[config.mk]
export PLATFORM = sky130hd
export DESIGN_NAME = image_diff_engine
export DESIGN_NICKNAME = d
export VERILOG_FILES = /design/src/sv/idiff_pkg.sv /design/src/sv/idiff_stats.sv /design/src/sv/image_diff_engine.sv
export SDC_FILE = /design/constraint.sdc
export NUM_CORES = 1
export LEC_CHECK = 0
export ABC_AREA = 0
export ABC_CLOCK_PERIOD_IN_PS = 6500
export BUFFER_PORTS_ARGS = -buffer_cell sky130_fd_sc_hd__buf_4
export CORE_ASPECT_RATIO = 1.4
export CORE_MARGIN = 4
export CORE_UTILIZATION = 56
export CTS_CLUSTER_SIZE = 24
export DETAILED_ROUTE_END_ITERATION = 8
export PLACE_DENSITY_LB_ADDON = 0.12
export SYNTH_ARGS = -nofsm -noshare
export SYNTH_HDL_FRONTEND = slang
export SYNTH_SLANG_ARGS = --single-unit
[constraint.sdc]
create_clock -name clk -period 6.5 [get_ports clk]
set_input_delay 0.65 -clock clk [delete_from_list [all_inputs] [get_ports clk]]
set_output_delay 0.65 -clock clk [all_outputs]
set_load 0.005 [all_outputs]
[src/sv/idiff_pkg.sv]
package idiff_pkg;

	// Largest frame side and the widths that follow from it
	localparam int MAX_SIDE = 8192;
	localparam int COORD_W  = $clog2(MAX_SIDE);
	localparam int SIZE_W   = COORD_W + 1;
	localparam int CNT_W    = 2 * COORD_W + 1;
	localparam int SUM_W    = 36;
	localparam int CHAN_W   = 8;
	localparam int DSUM_W   = CHAN_W + 2;

	// Stream widths
	localparam int IN_W  = 6 * CHAN_W;
	localparam int OUT_W = 144;

	// Configuration port
	localparam int CFG_IDX_W  = 3;
	localparam int CFG_DATA_W = SIZE_W;

	localparam logic [CFG_IDX_W-1:0] REG_TOLERANCE      = 3'd0;
	localparam logic [CFG_IDX_W-1:0] REG_OVERLAP_WIDTH  = 3'd1;
	localparam logic [CFG_IDX_W-1:0] REG_OVERLAP_HEIGHT = 3'd2;
	localparam logic [CFG_IDX_W-1:0] REG_FRAME_WIDTH    = 3'd3;
	localparam logic [CFG_IDX_W-1:0] REG_FRAME_HEIGHT   = 3'd4;

	// Result kinds carried on tuser
	localparam logic KIND_PIXEL   = 1'b0;
	localparam logic KIND_SUMMARY = 1'b1;

	// Highlight offset and channel saturation
	localparam logic [CHAN_W:0]   HILITE_OFS = 9'd80;
	localparam logic [CHAN_W-1:0] CHAN_MAX   = 8'd255;

	typedef struct packed {
		logic [SIZE_W-1:0] overlap_width;
		logic [SIZE_W-1:0] overlap_height;
		logic [SIZE_W-1:0] frame_width;
		logic [SIZE_W-1:0] frame_height;
	} geom_t;

	typedef struct packed {
		logic              mismatch;
		logic [DSUM_W-1:0] diff_sum;
	} upd_t;

	typedef struct packed {
		logic in_overlap;
		logic frame_end;
	} pos_t;

	typedef struct packed {
		logic               box_valid;
		logic [COORD_W-1:0] box_bottom;
		logic [COORD_W-1:0] box_right;
		logic [COORD_W-1:0] box_top;
		logic [COORD_W-1:0] box_left;
		logic [SUM_W-1:0]   abs_diff_sum;
		logic [CNT_W-1:0]   mismatch_count;
	} sum_t;

	// Divide an 8-bit channel by three: multiply by 171/512, exact over 0..255
	function automatic logic [CHAN_W-1:0] div3(input logic [CHAN_W-1:0] x);
		logic [15:0] p;
		p = 16'(x) * 16'd171;
		return {1'b0, p[15:9]};
	endfunction

	// Absolute difference of two channels
	function automatic logic [CHAN_W-1:0] absdiff(input logic [CHAN_W-1:0] a,
			input logic [CHAN_W-1:0] b);
		return (a > b) ? (a - b) : (b - a);
	endfunction

	// Highlight channel: 80 plus the difference, saturated
	function automatic logic [CHAN_W-1:0] plus80(input logic [CHAN_W-1:0] d);
		logic [CHAN_W:0] s;
		s = HILITE_OFS + {1'b0, d};
		return s[CHAN_W] ? CHAN_MAX : s[CHAN_W-1:0];
	endfunction

endpackage

[src/sv/idiff_stats.sv]
// Raster position and frame statistics
module idiff_stats (
	input  logic                                 clk,
	input  logic                                 arst_n,
	input  idiff_pkg::geom_t                     geom,
	input  logic                                 step,
	input  idiff_pkg::upd_t                      upd,
	output idiff_pkg::pos_t                      pos,
	output idiff_pkg::sum_t                      summary
);

	logic [idiff_pkg::COORD_W-1:0] column_q, row_q;
	logic [idiff_pkg::CNT_W-1:0]   mism_q, mism_n;
	logic [idiff_pkg::SUM_W-1:0]   total_q, total_n;
	logic [idiff_pkg::COORD_W-1:0] left_q, top_q, right_q, bottom_q;
	logic [idiff_pkg::COORD_W-1:0] left_n, top_n, right_n, bottom_n;
	logic [idiff_pkg::COORD_W-1:0] col_last, row_last;
	logic                          in_ov, hit, last_col, last_row, box_v;

	// Last index of a frame side, with the side clamped to 1..MAX_SIDE
	function automatic logic [idiff_pkg::COORD_W-1:0] side_last(
			input logic [idiff_pkg::SIZE_W-1:0] v);
		logic [idiff_pkg::SIZE_W-1:0] m;
		m = v - idiff_pkg::SIZE_W'(1);
		if (v == '0)
			return '0;
		else if (v > idiff_pkg::SIZE_W'(idiff_pkg::MAX_SIDE))
			return idiff_pkg::COORD_W'(idiff_pkg::MAX_SIDE - 1);
		else
			return m[idiff_pkg::COORD_W-1:0];
	endfunction

	// Locate the current pixel
	always_comb begin
		col_last = side_last(geom.frame_width);
		row_last = side_last(geom.frame_height);
		last_col = column_q >= col_last;
		last_row = row_q >= row_last;
		in_ov    = ({1'b0, column_q} < geom.overlap_width) &&
			({1'b0, row_q} < geom.overlap_height);
		hit      = in_ov && upd.mismatch;
	end

	assign pos.in_overlap = in_ov;
	assign pos.frame_end  = last_col && last_row;

	// Fold this pixel into the statistics
	always_comb begin
		mism_n   = mism_q + idiff_pkg::CNT_W'(hit);
		total_n  = total_q + (in_ov ? idiff_pkg::SUM_W'(upd.diff_sum) : '0);
		left_n   = (hit && column_q < left_q)   ? column_q : left_q;
		top_n    = (hit && row_q < top_q)       ? row_q    : top_q;
		right_n  = (hit && column_q > right_q)  ? column_q : right_q;
		bottom_n = (hit && row_q > bottom_q)    ? row_q    : bottom_q;
		box_v    = mism_n != '0;
	end

	// Summary as it stands after this pixel
	always_comb begin
		summary.mismatch_count = mism_n;
		summary.abs_diff_sum   = total_n;
		summary.box_valid      = box_v;
		summary.box_left       = box_v ? left_n   : '0;
		summary.box_top        = box_v ? top_n    : '0;
		summary.box_right      = box_v ? right_n  : '0;
		summary.box_bottom     = box_v ? bottom_n : '0;
	end

	// Advance position; restart statistics after the last pixel
	always_ff @(posedge clk or negedge arst_n) begin
		if (!arst_n) begin
			column_q <= '0;
			row_q    <= '0;
			mism_q   <= '0;
			total_q  <= '0;
			left_q   <= '1;
			top_q    <= '1;
			right_q  <= '0;
			bottom_q <= '0;
		end else if (step) begin
			if (last_col && last_row) begin
				column_q <= '0;
				row_q    <= '0;
				mism_q   <= '0;
				total_q  <= '0;
				left_q   <= '1;
				top_q    <= '1;
				right_q  <= '0;
				bottom_q <= '0;
			end else begin
				if (last_col) begin
					column_q <= '0;
					row_q    <= row_q + idiff_pkg::COORD_W'(1);
				end else begin
					column_q <= column_q + idiff_pkg::COORD_W'(1);
				end
				mism_q   <= mism_n;
				total_q  <= total_n;
				left_q   <= left_n;
				top_q    <= top_n;
				right_q  <= right_n;
				bottom_q <= bottom_n;
			end
		end
	end

	// A step from the last column restarts the column
	a_col_wraps: assert property (@(posedge clk) disable iff (!arst_n)
		(step && last_col) |=> (column_q == '0))
		else $error("column did not wrap");

	// Outside a frame end, box edges only move with a counted mismatch
	a_box_needs_hit: assert property (@(posedge clk) disable iff (!arst_n)
		(step && !hit && !pos.frame_end) |=> $stable(left_q) && $stable(right_q))
		else $error("box moved without mismatch");

	// A counted mismatch leaves a nonzero count in the summary
	a_hit_counts: assert property (@(posedge clk) disable iff (!arst_n)
		hit |-> summary.box_valid)
		else $error("mismatch not counted");

endmodule

[src/sv/image_diff_engine.sv]
// Streaming RGB image comparator. Reference/rendered pixel pairs enter in raster
// order over frame_width x frame_height (each side clamped to 1..8192); the block
// tracks column and row itself. Each pixel yields one diff pixel result (tuser 0):
// magenta outside the overlap, a red highlight with green and blue at 80 plus the
// red and blue differences when any channel differs by more than tolerance, else
// the reference divided by three. The last pixel of a frame is followed by a
// summary result (tuser 1, tlast 1) with mismatch count, sum of absolute
// differences and bounding box. Rate: one pixel per clock unless the output
// stalls, set by the single registered compare/accumulate pass; the last pixel
// of a frame holds the input while the output register emits pixel and summary
// back to back. No clearing pass after reset. Write configuration only while idle.
module image_diff_engine (
	input  logic                                clk,
	input  logic                                arst_n,
	// configuration
	input  logic                                cfg_we,
	input  logic [idiff_pkg::CFG_IDX_W-1:0]     cfg_index,
	input  logic [idiff_pkg::CFG_DATA_W-1:0]    cfg_data,
	// input pixel pairs
	input  logic                                s_axis_tvalid,
	output logic                                s_axis_tready,
	// ref_red, ref_green, ref_blue, new_red, new_green, new_blue
	input  logic [idiff_pkg::IN_W-1:0]          s_axis_tdata,
	// results
	output logic                                m_axis_tvalid,
	input  logic                                m_axis_tready,
	// pix_red, pix_green, pix_blue, mismatch_count, abs_diff_sum, box_left,
	// box_top, box_right, box_bottom, box_valid, zero pad
	output logic [idiff_pkg::OUT_W-1:0]         m_axis_tdata,
	// kind
	output logic                                m_axis_tuser,
	// final_res
	output logic                                m_axis_tlast
);

	localparam int CW = idiff_pkg::CHAN_W;

	logic [CW-1:0]                 tol_q;
	idiff_pkg::geom_t              geom_q;
	logic                          s1_v_q;
	logic [idiff_pkg::IN_W-1:0]    data_s1;
	logic                          pix_v_q, sum_v_q;
	logic [3*CW-1:0]               pix_q;
	idiff_pkg::sum_t               sum_q;
	logic                          pop, load_ok, s1_adv;
	logic [CW-1:0]                 dr, dg, db, out_r, out_g, out_b;
	logic                          mism;
	idiff_pkg::upd_t               upd;
	idiff_pkg::pos_t               pos;
	idiff_pkg::sum_t               summary;

	// Configuration registers
	always_ff @(posedge clk or negedge arst_n) begin
		if (!arst_n) begin
			tol_q                 <= '0;
			geom_q.overlap_width  <= idiff_pkg::SIZE_W'(1);
			geom_q.overlap_height <= idiff_pkg::SIZE_W'(1);
			geom_q.frame_width    <= idiff_pkg::SIZE_W'(1);
			geom_q.frame_height   <= idiff_pkg::SIZE_W'(1);
		end else if (cfg_we) begin
			case (cfg_index)
				idiff_pkg::REG_TOLERANCE:      tol_q <= cfg_data[CW-1:0];
				idiff_pkg::REG_OVERLAP_WIDTH:  geom_q.overlap_width  <= cfg_data;
				idiff_pkg::REG_OVERLAP_HEIGHT: geom_q.overlap_height <= cfg_data;
				idiff_pkg::REG_FRAME_WIDTH:    geom_q.frame_width    <= cfg_data;
				idiff_pkg::REG_FRAME_HEIGHT:   geom_q.frame_height   <= cfg_data;
				default: ;
			endcase
		end
	end

	// Flow control: the output stage takes an item once it will be empty
	always_comb begin
		pop           = m_axis_tvalid && m_axis_tready;
		load_ok       = (!pix_v_q && !sum_v_q) || (pop && !(pix_v_q && sum_v_q));
		s1_adv        = s1_v_q && load_ok;
		s_axis_tready = !s1_v_q || load_ok;
	end

	// Input register
	always_ff @(posedge clk or negedge arst_n) begin
		if (!arst_n) begin
			s1_v_q <= 1'b0;
		end else if (s_axis_tready) begin
			s1_v_q <= s_axis_tvalid;
		end
	end

	always_ff @(posedge clk) begin
		if (s_axis_tready && s_axis_tvalid) begin
			data_s1 <= s_axis_tdata;
		end
	end

	// Channel differences and diff pixel
	always_comb begin
		dr   = idiff_pkg::absdiff(data_s1[0*CW +: CW], data_s1[3*CW +: CW]);
		dg   = idiff_pkg::absdiff(data_s1[1*CW +: CW], data_s1[4*CW +: CW]);
		db   = idiff_pkg::absdiff(data_s1[2*CW +: CW], data_s1[5*CW +: CW]);
		mism = (dr > tol_q) || (dg > tol_q) || (db > tol_q);
		upd.mismatch = mism;
		upd.diff_sum = idiff_pkg::DSUM_W'(dr) + idiff_pkg::DSUM_W'(dg) +
			idiff_pkg::DSUM_W'(db);
		if (!pos.in_overlap) begin
			out_r = idiff_pkg::CHAN_MAX;
			out_g = '0;
			out_b = idiff_pkg::CHAN_MAX;
		end else if (mism) begin
			out_r = idiff_pkg::CHAN_MAX;
			out_g = idiff_pkg::plus80(dr);
			out_b = idiff_pkg::plus80(db);
		end else begin
			out_r = idiff_pkg::div3(data_s1[0*CW +: CW]);
			out_g = idiff_pkg::div3(data_s1[1*CW +: CW]);
			out_b = idiff_pkg::div3(data_s1[2*CW +: CW]);
		end
	end

	idiff_stats u_stats (
		.clk     (clk),
		.arst_n  (arst_n),
		.geom    (geom_q),
		.step    (s1_adv),
		.upd     (upd),
		.pos     (pos),
		.summary (summary)
	);

	// Output stage: pixel result, then the summary when the frame ends
	always_ff @(posedge clk or negedge arst_n) begin
		if (!arst_n) begin
			pix_v_q <= 1'b0;
			sum_v_q <= 1'b0;
		end else if (s1_adv) begin
			pix_v_q <= 1'b1;
			sum_v_q <= pos.frame_end;
		end else if (pop) begin
			if (pix_v_q) begin
				pix_v_q <= 1'b0;
			end else begin
				sum_v_q <= 1'b0;
			end
		end
	end

	always_ff @(posedge clk) begin
		if (s1_adv) begin
			pix_q <= {out_b, out_g, out_r};
			sum_q <= summary;
		end
	end

	// Present the pending result
	always_comb begin
		m_axis_tvalid = pix_v_q || sum_v_q;
		if (pix_v_q) begin
			m_axis_tdata = {{(idiff_pkg::OUT_W - 3*CW){1'b0}}, pix_q};
			m_axis_tuser = idiff_pkg::KIND_PIXEL;
			m_axis_tlast = 1'b0;
		end else begin
			m_axis_tdata = {{(idiff_pkg::OUT_W - 3*CW - $bits(sum_q)){1'b0}},
				sum_q, {(3*CW){1'b0}}};
			m_axis_tuser = idiff_pkg::KIND_SUMMARY;
			m_axis_tlast = 1'b1;
		end
	end

	// A frame end loads both results at once
	a_frame_end_loads: assert property (@(posedge clk) disable iff (!arst_n)
		(s1_adv && pos.frame_end) |=> pix_v_q && sum_v_q)
		else $error("summary not queued at frame end");

	// No new item while a summary still waits behind a pixel
	a_no_overrun: assert property (@(posedge clk) disable iff (!arst_n)
		(pix_v_q && sum_v_q) |-> !s1_adv)
		else $error("output stage overrun");

	// A valid box is well ordered
	a_box_order: assert property (@(posedge clk) disable iff (!arst_n)
		(sum_v_q && sum_q.box_valid) |->
		(sum_q.box_left <= sum_q.box_right) && (sum_q.box_top <= sum_q.box_bottom))
		else $error("bounding box inverted");

	// No box without a counted mismatch
	a_box_count: assert property (@(posedge clk) disable iff (!arst_n)
		(sum_v_q && !sum_q.box_valid) |-> (sum_q.mismatch_count == '0))
		else $error("box valid disagrees with count");

endmodule
==> results.yml <==
outcome:
  status: "finished clean"
timing:
  final-max-slew-violation-count: 0
  report.final.hold_viol_count: 0
  final_cycle_share_pct: 98.5
  min_period_ns: 6.40
  fin_hold_ws_ns: 0.147
  final_setup_fails: 0
  max_slew_margin_pct: 21.1
  max_freq_ghz: 0.156
  grt_setup_unrepaired: "true"
  totalNegativeSetupSlack_ns: 0
  worstMarginPinSlew_ns: 1.18
  worst_clock_skew_ns: 0.0176
global_route:
  grt_pass1_vias: 20800
  grt_pass1_wl_um: 106000
  grt_max_degree: 92
  grt-ovfl-total: 0
  grt_util_all_layers_pct: 24.7
  grt_antenna_before_repair: 0
pwr:
  max_rail_drop_vdd_mv: 0.388
  p_leak_nw: 14.8
  power.share.switching_pct: 38.6
  p_clk_share_pct: 19.2
  share_of_total_power_in_combinational_logic_pct: 50.3
  power_density_over_the_cells_mw_per_mm2: 383
  netSwitchingPower_w: 0.00468
  power.internal_w: 0.00745
  power.share.sequential_pct: 30.6
cts:
  cts.sinks: 396
  tritoncts_clock_tree: "built"
  clkSlewWorstSetupHoldPaths_ns: 0.06
  cts-buffers-inserted: 40
  cts_max_level: 2
  clockRootBuffer: "sky130_fd_sc_hd__clkbuf_16"
  clock_latency_ns: 0.55
  cts.path.max_buffers: 3
logic_synthesis:
  synth_seq_area_share_pct: 40.5
  synth.cell_area_mm2: 0.0269
  postSynthRegisterBits: 396
  synth-edff-count: 188
  yosys-top-cells-count: "319 x sky130_fd_sc_hd__ha_1, 289 x sky130_fd_sc_hd__inv_1, 188 x sky130_fd_sc_hd__edfxtp_1, 180 x sky130_fd_sc_hd__nand2_1, 178 x sky130_fd_sc_hd__dfrtp_1"
  yosys.cell_count.top_type: "sky130_fd_sc_hd__ha_1"
  synthCells: 2651
  netlist_top_cells_area: "sky130_fd_sc_hd__edfxtp_1 21%, sky130_fd_sc_hd__dfrtp_1 17%, sky130_fd_sc_hd__ha_1 15%, sky130_fd_sc_hd__inv_1 4.0%, sky130_fd_sc_hd__fa_1 3.7%"
  yosys.cell_types.count: 84
  synth_top_flop_cell: "sky130_fd_sc_hd__edfxtp_1"
  yosys_warnings: 0
  synth_top_area_share_pct: 21.0
  yosys.area.top_type: "sky130_fd_sc_hd__edfxtp_1"
  synthArstFlopShare_pct: 52.5
  syn_area_per_cell_um2: 10.1
final_layout:
  seqCellArea_mm2: 0.0109
  postLayoutCellArea_mm2: 0.0317
  final_layout_size_suffix_gt1_share_pct: 19.3
  area.growth.synth_to_final_pct: 17.8
  nFillCells: 3703
  design.final.nets: 3359
  multi_input_area_mm2: 0.0150
  insertedDiodeCount: 0
min_path:
  worst_hold_path_type: "in2async"
placement:
  detailedPlacementHpwl_um: 47900
  placement.io_buffers: 213
  gp_congestion: 0.865
  place_area_mm2: 0.0295
detailed_routing:
  post_drt_via_cell_ratio: 5.68
  m1WireLength_um: 25800
  met3_wirelength_um: 2650
  routed_antenna_nets: 0
  wire_length_on_met2_um: 34600
  route.detailed.wl_per_inst_um: 18.4
  vias: 20300
  detailed_route_wire_length_um: 65700
  drtIter0Drc: 1133
  drc: 0
  routed.top_layer: "met4"
  drt_pre_antenna_iters: 5
floorplanning:
  num_io_pins: 218
  floorplan.rows: 94
  core_mm2: 0.0473
  die-width_um: 193
  floorplan.die_area_mm2: 0.0516
  initial_utilization_pct: 56.9
  fp.dieH_um: 267
job:
  cap_viol_max_count: 0
worst_setup_path:
  required_ns: 6.78
  crit_fanout: 8
  wp_data_arrival_ns: 6.68
  setup.worst_path.class: "reg2reg"
  critPathTopFamily: "simple AND/OR/NAND/NOR gates"
  start_kind: "flip-flop"
  timing.critical_path.to_type: "flip-flop"
  critPathBufInv: 5
  critical-path-max-stage-delay_ns: 0.39
  critPathSlowestCell: "sky130_fd_sc_hd__edfxtp_1"
  cell_type_with_the_highest_occurrence_count_on_the_critical_path: "sky130_fd_sc_hd__ha_4"
==> flip-flops by register name (all words and copies together) (netlist names), 8 cells and up <==
name and cells:
sum_q 116, u_stats.column_q 13, u_stats.left_q 13, tol_q 8
u_stats.right_q 13, u_stats.row_q 13, u_stats.bottom_q 13, u_stats.mism_q 27
geom_q 56, data_s1 48, u_stats.total_q 36, pix_q 24
u_stats.top_q 13
==> timing repair <==
item | in CTS | in global routing
gates resized for setup | 27 | 85
hold buffers | 0 | 0
hold endpoints to repair | 0 | 0
pin swaps | 7 | 39
cloned | 3 | 3
buffers inserted | 10 | 18
setup endpoints to repair | 73 | 99
==> stage by stage <==
stage / setup WS [ns] / std cells / utilization (%) / total power [W]
after CTS: 0.00531 / 3556 / 65.8 / 0.0118
after global routing: -0.227 / 3575 / 67.0 / 0.0130
after global placement: -0.100 / 3470 / 62.5 / 0.00901
after detailed placement: -0.288 / 3470 / 62.5 / 0.00920
after floorplan: 0.00507 / 2654 / - / 0.00755
final: 0.0963 / 3575 / 67.0 / 0.0121
==> cell type report <==
class                   instances  share of cell area [%]
clock buffers                  55                    3.54
repair buffers                330                    8.19
flip-flops and latches        396                    34.4
multi-input cells            1861                    47.3
well taps                     624                    2.47
clock inverters                18                   0.597
inverters                     291                    3.46
==> power groups by stage <==
| stage | sequential (W) | combinational, W | clock (W) |
|---|---|---|---|
| floorplan | 0.00365 | 0.00390 | 0 |
| global placement | 0.00372 | 0.00529 | 0 |
| detailed placement | 0.00375 | 0.00546 | 0 |
| CTS | 0.00370 | 0.00570 | 0.00238 |
| global route | 0.00377 | 0.00677 | 0.00248 |
| finish | 0.00371 | 0.00610 | 0.00233 |
==> logic make-up after synthesis <==
group | after synthesis | share of synthesized area, %
fa+ha+maj | 371 | 18.6
buf+inv | 398 | 5.84
xor+xnor | 125 | 4.07
other cells | 1 | 0.0139
mux | 103 | 4.01
flops | 396 | 40.5
compound gates | 526 | 12.8
simple gates | 731 | 14.2
==> cell usage in the layout (no fill, tap or decap), types with 64 or more instances in the layout <==
master	n
sky130_fd_sc_hd__dfrtp_1	177
sky130_fd_sc_hd__inv_1	286
sky130_fd_sc_hd__nor2b_1	139
sky130_fd_sc_hd__nand2_1	179
sky130_fd_sc_hd__edfxtp_1	188
sky130_fd_sc_hd__xnor2_1	68
sky130_fd_sc_hd__nor2_1	110
sky130_fd_sc_hd__a21oi_1	75
sky130_fd_sc_hd__ha_1	314
sky130_fd_sc_hd__o21ai_0	172
sky130_fd_sc_hd__mux2i_1	64
sky130_fd_sc_hd__buf_4	320
==> worst register-to-register path, delay by kind of cell, from the launching register on <==
| kind | cells | cell delay [ns] |
|---|---|---|
| simple gates | 10 | 2.00 |
| compound gates | 7 | 1.35 |
| fa+ha+maj | 5 | 1.11 |
| buf+inv | 5 | 0.58 |
| flops | 1 | 0.39 |
| mux | 1 | 0.35 |
| xor+xnor | 2 | 0.34 |
==> routing by layer <==
metal / GRT usage, % / up-vias
met1: 28.9 / 9876
met3: 3.07 / 152
met2: 46.3 / 502
met4: 9.44 / 0
met5: 0 / -
li1: - / 9793
==> final timing paths <==
check / from / depth (start not counted) / slack, ns / to
max reg2reg: data_s1[0]$_DFFE_PP_ / 30 / 0.1 / sum_q[101]$_SDFFCE_PN0P_
min in group clk: s_axis_tdata[21] / 1 / 0.28 / data_s1[21]$_DFFE_PP_
min reg2reg: u_stats.total_q[0]$_DFFE_PN0P_ / 2 / 0.50 / u_stats.total_q[0]$_DFFE_PN0P_
max: data_s1[0]$_DFFE_PP_ / 30 / 0.1 / sum_q[101]$_SDFFCE_PN0P_
min: arst_n / 1 / 0.15 / geom_q[20]$_DFFE_PN0P_
max in group asynchronous: arst_n / 2 / 4.86 / pix_v_q$_DFFE_PN0P_
(Power assumes the default switching activity.)
